File: src/rtl/pbc_pkg.sv
// ----------------------------------------------------------------------------
// pbc_pkg
// Shared codes and controller/datapath handshake types for the block cache.
// ----------------------------------------------------------------------------
`default_nettype none
package pbc_pkg;

  localparam logic [2:0] FUNC_LOOKUP  = 3'd0;
  localparam logic [2:0] FUNC_PUBLISH = 3'd1;
  localparam logic [2:0] FUNC_MARK    = 3'd2;
  localparam logic [2:0] FUNC_EVICT   = 3'd3;
  localparam logic [2:0] FUNC_QUERY   = 3'd4;

  localparam logic [2:0] ST_OK        = 3'd0;
  localparam logic [2:0] ST_MISS      = 3'd1;
  localparam logic [2:0] ST_SKIPPED   = 3'd2;
  localparam logic [2:0] ST_FULL      = 3'd3;
  localparam logic [2:0] ST_NONE_IDLE = 3'd4;
  localparam logic [2:0] ST_NOT_CACHE = 3'd5;
  localparam logic [2:0] ST_ALR_IDLE  = 3'd6;

  localparam int IN_DATA_W  = 88;
  localparam int OUT_DATA_W = 192;

  typedef struct packed {
    logic load;
    logic match;
    logic sel;
    logic grp;
    logic upd;
  } pbc_cmd_t;

  typedef struct packed {
    logic is_evict;
  } pbc_sts_t;

endpackage
`default_nettype wire

File: src/rtl/pbc_ctrl.sv
// ----------------------------------------------------------------------------
// pbc_ctrl
// Sequencer: steps each transaction through match, select, group (evict only)
// and update, and owns the output valid flag.
// ----------------------------------------------------------------------------
`default_nettype none
module pbc_ctrl
  import pbc_pkg::*;
(
  input  wire logic     clk,
  input  wire logic     rst,
  input  wire logic     s_tvalid,
  output logic          s_tready,
  output logic          m_tvalid,
  input  wire logic     m_tready,
  output pbc_cmd_t      cmd,
  input  wire pbc_sts_t sts
);

  localparam logic [2:0] S_IDLE  = 3'd0;
  localparam logic [2:0] S_MATCH = 3'd1;
  localparam logic [2:0] S_SEL   = 3'd2;
  localparam logic [2:0] S_GRP   = 3'd3;
  localparam logic [2:0] S_UPD   = 3'd4;

  logic [2:0] state;
  logic [2:0] state_next;
  logic       out_valid;
  logic       out_free;

  assign s_tready = (state == S_IDLE);
  assign m_tvalid = out_valid;
  assign out_free = !out_valid || m_tready;

  always_comb begin
    cmd        = '0;
    state_next = state;
    case (state)
      S_IDLE: begin
        if (s_tvalid) begin
          cmd.load   = 1'b1;
          state_next = S_MATCH;
        end
      end
      S_MATCH: begin
        cmd.match  = 1'b1;
        state_next = S_SEL;
      end
      S_SEL: begin
        cmd.sel    = 1'b1;
        state_next = sts.is_evict ? S_GRP : S_UPD;
      end
      S_GRP: begin
        cmd.grp    = 1'b1;
        state_next = S_UPD;
      end
      S_UPD: begin
        if (out_free) begin
          cmd.upd    = 1'b1;
          state_next = S_IDLE;
        end
      end
      default: state_next = S_IDLE;
    endcase
  end

  always_ff @(posedge clk) begin
    if (rst) begin
      state     <= S_IDLE;
      out_valid <= 1'b0;
    end else begin
      state <= state_next;
      if (cmd.upd) begin
        out_valid <= 1'b1;
      end else if (m_tready) begin
        out_valid <= 1'b0;
      end
    end
  end

  a_upd_free: assert property (@(posedge clk) disable iff (rst)
    cmd.upd |-> (!out_valid || m_tready))
    else $error("update while output still held");
  a_rise_upd: assert property (@(posedge clk) disable iff (rst)
    $rose(out_valid) |-> $past(cmd.upd))
    else $error("output valid without update");
  a_cmd_one: assert property (@(posedge clk) disable iff (rst)
    $onehot0({cmd.load, cmd.match, cmd.sel, cmd.grp, cmd.upd}))
    else $error("more than one command");
  a_load_busy: assert property (@(posedge clk) disable iff (rst)
    cmd.load |=> !s_tready)
    else $error("accepted a transaction while busy");

endmodule
`default_nettype wire

File: config.mk
export PLATFORM = sky130hd
export DESIGN_NAME = pbc_ctrl
export DESIGN_NICKNAME = d
export VERILOG_FILES = /design/src/rtl/pbc_pkg.sv /design/src/rtl/pbc_ctrl.sv
export SDC_FILE = /design/constraint.sdc
export NUM_CORES = 1
export LEC_CHECK = 0
export BUFFER_PORTS_ARGS = -buffer_cell sky130_fd_sc_hd__buf_2
export CAP_MARGIN = 20
export CORE_AREA = 2 2 39 41
export DETAILED_ROUTE_END_ITERATION = 16
export DIE_AREA = 0 0 41 43
export PLACE_DENSITY = 0.45
export SLEW_MARGIN = 20
export SYNTH_ARGS = -nofsm -noshare
export SYNTH_HDL_FRONTEND = slang
export SYNTH_SLANG_ARGS = --single-unit
export TNS_END_PERCENT = 30
File: constraint.sdc
create_clock -name clk -period 0.95 [get_ports clk]
set_input_delay 0.0475 -clock clk [delete_from_list [all_inputs] [get_ports clk]]
set_output_delay 0.0475 -clock clk [all_outputs]
set_load 0.02 [all_outputs]
* After elaboration in Yosys (flattened, before gate mapping) *
Cells that the tools add are included.

storage, ports and cells
  register bits after elaboration = 4
  output and inout bits = 7
  word-level logic and storage cells = 26
  input port bits = 5

cells by class
  equality and inequality tests = 6
  multiplexer cells = 13
  reductions and logical operators = 5

operators with widths
  operator              count
  $pmux W3 S5           1
  $mux W1               9
  $mux W3               3
  $eq A3 B2 Y1 const B  2
  $ne A2 B2 Y1 const B  2
  $eq A3 B1 Y1 const B  1
  $eq A3 B3 Y1 const B  1
  $logic_not A3 Y1      1
  $reduce_and A2 Y1     1
  $reduce_bool A2 Y1    1
  $logic_not A1 Y1      1
  $logic_or A1 B1 Y1    1

* Depth between registers and ports, before layout *
  word-level depth = 5
  mapped depth = 4

* Worst setup path before layout *
Ideal clock, no wire load.

  path kind = flip-flop to output port
  start point = register state[2]
  end point = output port cmd[4] (netlist bit)
  stages on the path, launching flop included = 4
  path slack = -0.380 ns
  buffers on the path = 1
  arrival time = 1.283 ns
  cells stage by stage = dfxtp_1 > buf_6 > nor3_1 > and2_1

RTL lines
  item                    RTL line        RTL
  from (decl)             pbc_ctrl.sv:26  logic [2:0] state;
  from (signal assigned)  pbc_ctrl.sv:72  state <= state_next;
  to (decl)               pbc_ctrl.sv:16  output pbc_cmd_t cmd,

==> flow_metrics.tcl <==
set metrics [dict create \
    finalClockSkew_ps 4.364 \
    fin_crit_sh 1.231 \
    finalWeightedCongestion 0.6494 \
    r2r-start "state[1]" \
    path_delay_family "flip-flops" \
    clock_latency_ps 240 \
    crit_slowest_cell "dfxtp_2" \
    ys_warn_count 0 \
    io_buffers 11 \
    layout_setup_ws_ps -219.0 \
    core_area_sq_um 1384 \
    cp-end-kind "output port" \
    grt_pass1_vias 231 \
    remaining_drc_errors 0 \
    start_util 0.1573 \
    r2r_cells 4 \
    hold_path_depth 2 \
    synth.distinct_cells 16 \
    synth_nets 30 \
    final_common_cell "buf_2" \
    final_cell_mix "8 x buf_2, 4 x buf_4, 3 x clkbuf_4, 3 x dfxtp_2" \
    firstDrtPassIters 3 \
    powerDensity_nw_per_um2 1426 \
    cts_tree "yes" \
    fp.dieArea_sq_um 1763 \
    synth.ff_latch_count 4 \
    crit_buf_inv 2 \
    fp.dieW_um 41 \
    worstSetupPathType "reg2out" \
    crit_fanout 5 \
    cp_cell_sequence "buf_12 > nor3_4 > and2_4 > buf_6" \
    finalSetupTns_ps -940.8 \
    arrival_ps 1120 \
    grt_setup_unrepaired "true" \
    fp-row-count 14 \
    period_needed_ps 1169 \
    holdWs_ps 9.144 \
    cp-start-kind "register" \
    drtIter0Drc 8 \
    holdPathEnd "state[2]" \
    syn_area_sq_um 217.7 \
    drt-total-wl_um 548 \
    cts_made_buffers 3 \
    vias 239 \
    r2r_slack_ps -20 \
    post_drt_via_cell_ratio 4.193 \
    post_drt_wl_per_cell_um 9.614 \
    status "finished with violations" \
    total_power_w 0.0005513 \
    die_y_um 43 \
    grt_usage 0.08333 \
    antenna_left 0 \
    antennaDiodeCount 0 \
    nets 48 \
    violations "setup timing" \
    grt_pass1_wl_um 938 \
    root_buffer "clkbuf_4" \
    maxSlewViolCount 0 \
    hp-class "in2reg" \
    ys_seq_area_frac 0.3678 \
    tightest_slew_ps 224.5 \
    io_pins 12 \
    antenna_found_initial 0 \
    drive_above_1_share 0.6829 \
    crit_cells 4 \
    post-route-util 0.2794 \
    hp-start "rst" \
    required_ps 900 \
    syn_area_per_cell_sq_um 8.708 \
    cts.clk_slew.worst_paths_ps 40 \
    cts_sinks 4 \
    htreeDepth 1 \
    p_leak_nw 0.1776 \
    setup_violations 7 \
    r2r_end "state[0]" \
    area.growth.synth_to_final_pct 77.59 \
    relSlewSlack 0.8490 \
    syn_inst 25 \
    gr-total-overflow 0 \
    fmax_mhz 855.4 \
    clk_path_buf_depth 2 \
    grt_max_degree 10 \
    cap_violations 0 \
    finalHoldViolCount 0 \
    n_fill_cell 150 \
    startpoint "state[1]" \
    vdd_drop_max_uv 477.2 \
    slowest_delay_ps 330 \
]
-- metrics by stage --
stage / area, sq um / std cells / worst slack [ps]
2_1_floorplan: 229.0 / 25 / -118.0
3_3_place_gp: 322.8 / 53 / -27.91
3_5_place_dp: 322.8 / 53 / -19.67
4_1_cts: 376.6 / 57 / -221.5
5_1_grt: 386.6 / 57 / -257.0
6_report: 386.6 / 57 / -219.0
-- where the power goes --
part           total, W  leakage [nW]  internal (W)  switching, W
logic          0.000145         0.130     0.0000776     0.0000678
registers      0.000191        0.0339      0.000179     0.0000119
clock network  0.000215        0.0138      0.000142     0.0000738
-- metal layers --
metal  track usage  routed length, um
met1       0.08682                202
met5             0                  0
met2        0.1188                320
met4       0.08000                 17
met3       0.03141                  7
-- worst max-delay path by stage --
stage | endpoint | slack (ps)
6_report | cmd[4] | -220
5_1_grt | cmd[4] | -260
4_1_cts | cmd[4] | -220
3_5_place_dp | state[2] | -20
3_3_place_gp | cmd[4] | -30
2_1_floorplan | cmd[3] | -120
-- flip-flops by register name, indices dropped and copies added, names as in the netlist --
signal and cells:
state 3, m_tvalid 1
-- final cells by class --
cell class | count | area, sq um | share of cell area
well taps | 16 | 20.02 | 0.05178
repair buffers | 15 | 112.6 | 0.2913
clock buffers | 3 | 22.52 | 0.05825
flip-flops and latches | 4 | 83.83 | 0.2168
multi-input cells | 19 | 147.6 | 0.3819
-- cells in the mapped netlist --
master	instances	area share
dfxtp_1	4	0.37
nor2_1	3	0.052
a21oi_1	2	0.046
mux2i_1	2	0.092
nor3_1	2	0.046
nor3b_1	2	0.069
and2_1	1	0.029
and3b_2	1	0.046
buf_2	1	0.023
buf_6	1	0.052
nand2_1	1	0.017
nand3_1	1	0.023
nor2b_1	1	0.029
nor2b_2	1	0.040
nor4_1	1	0.029
or3b_1	1	0.040
-- cells by family after synthesis --
family / synth area share
and+or+nand+nor: 0.4196
buffers and inverters: 0.07469
muxes: 0.09196
AOI/OAI and AO/OA: 0.04598
DFF: 0.3678
-- what timing repair did --
item | CTS | global route
endpoints found under the setup margin | 7 | 9
pin swaps | 2 | 0
endpoints found under the hold margin | 0 | 0
resized for setup | 9 | 3
hold buffers | 0 | 0
setup buffers | 1 | 0
(Power assumes the default switching activity.)
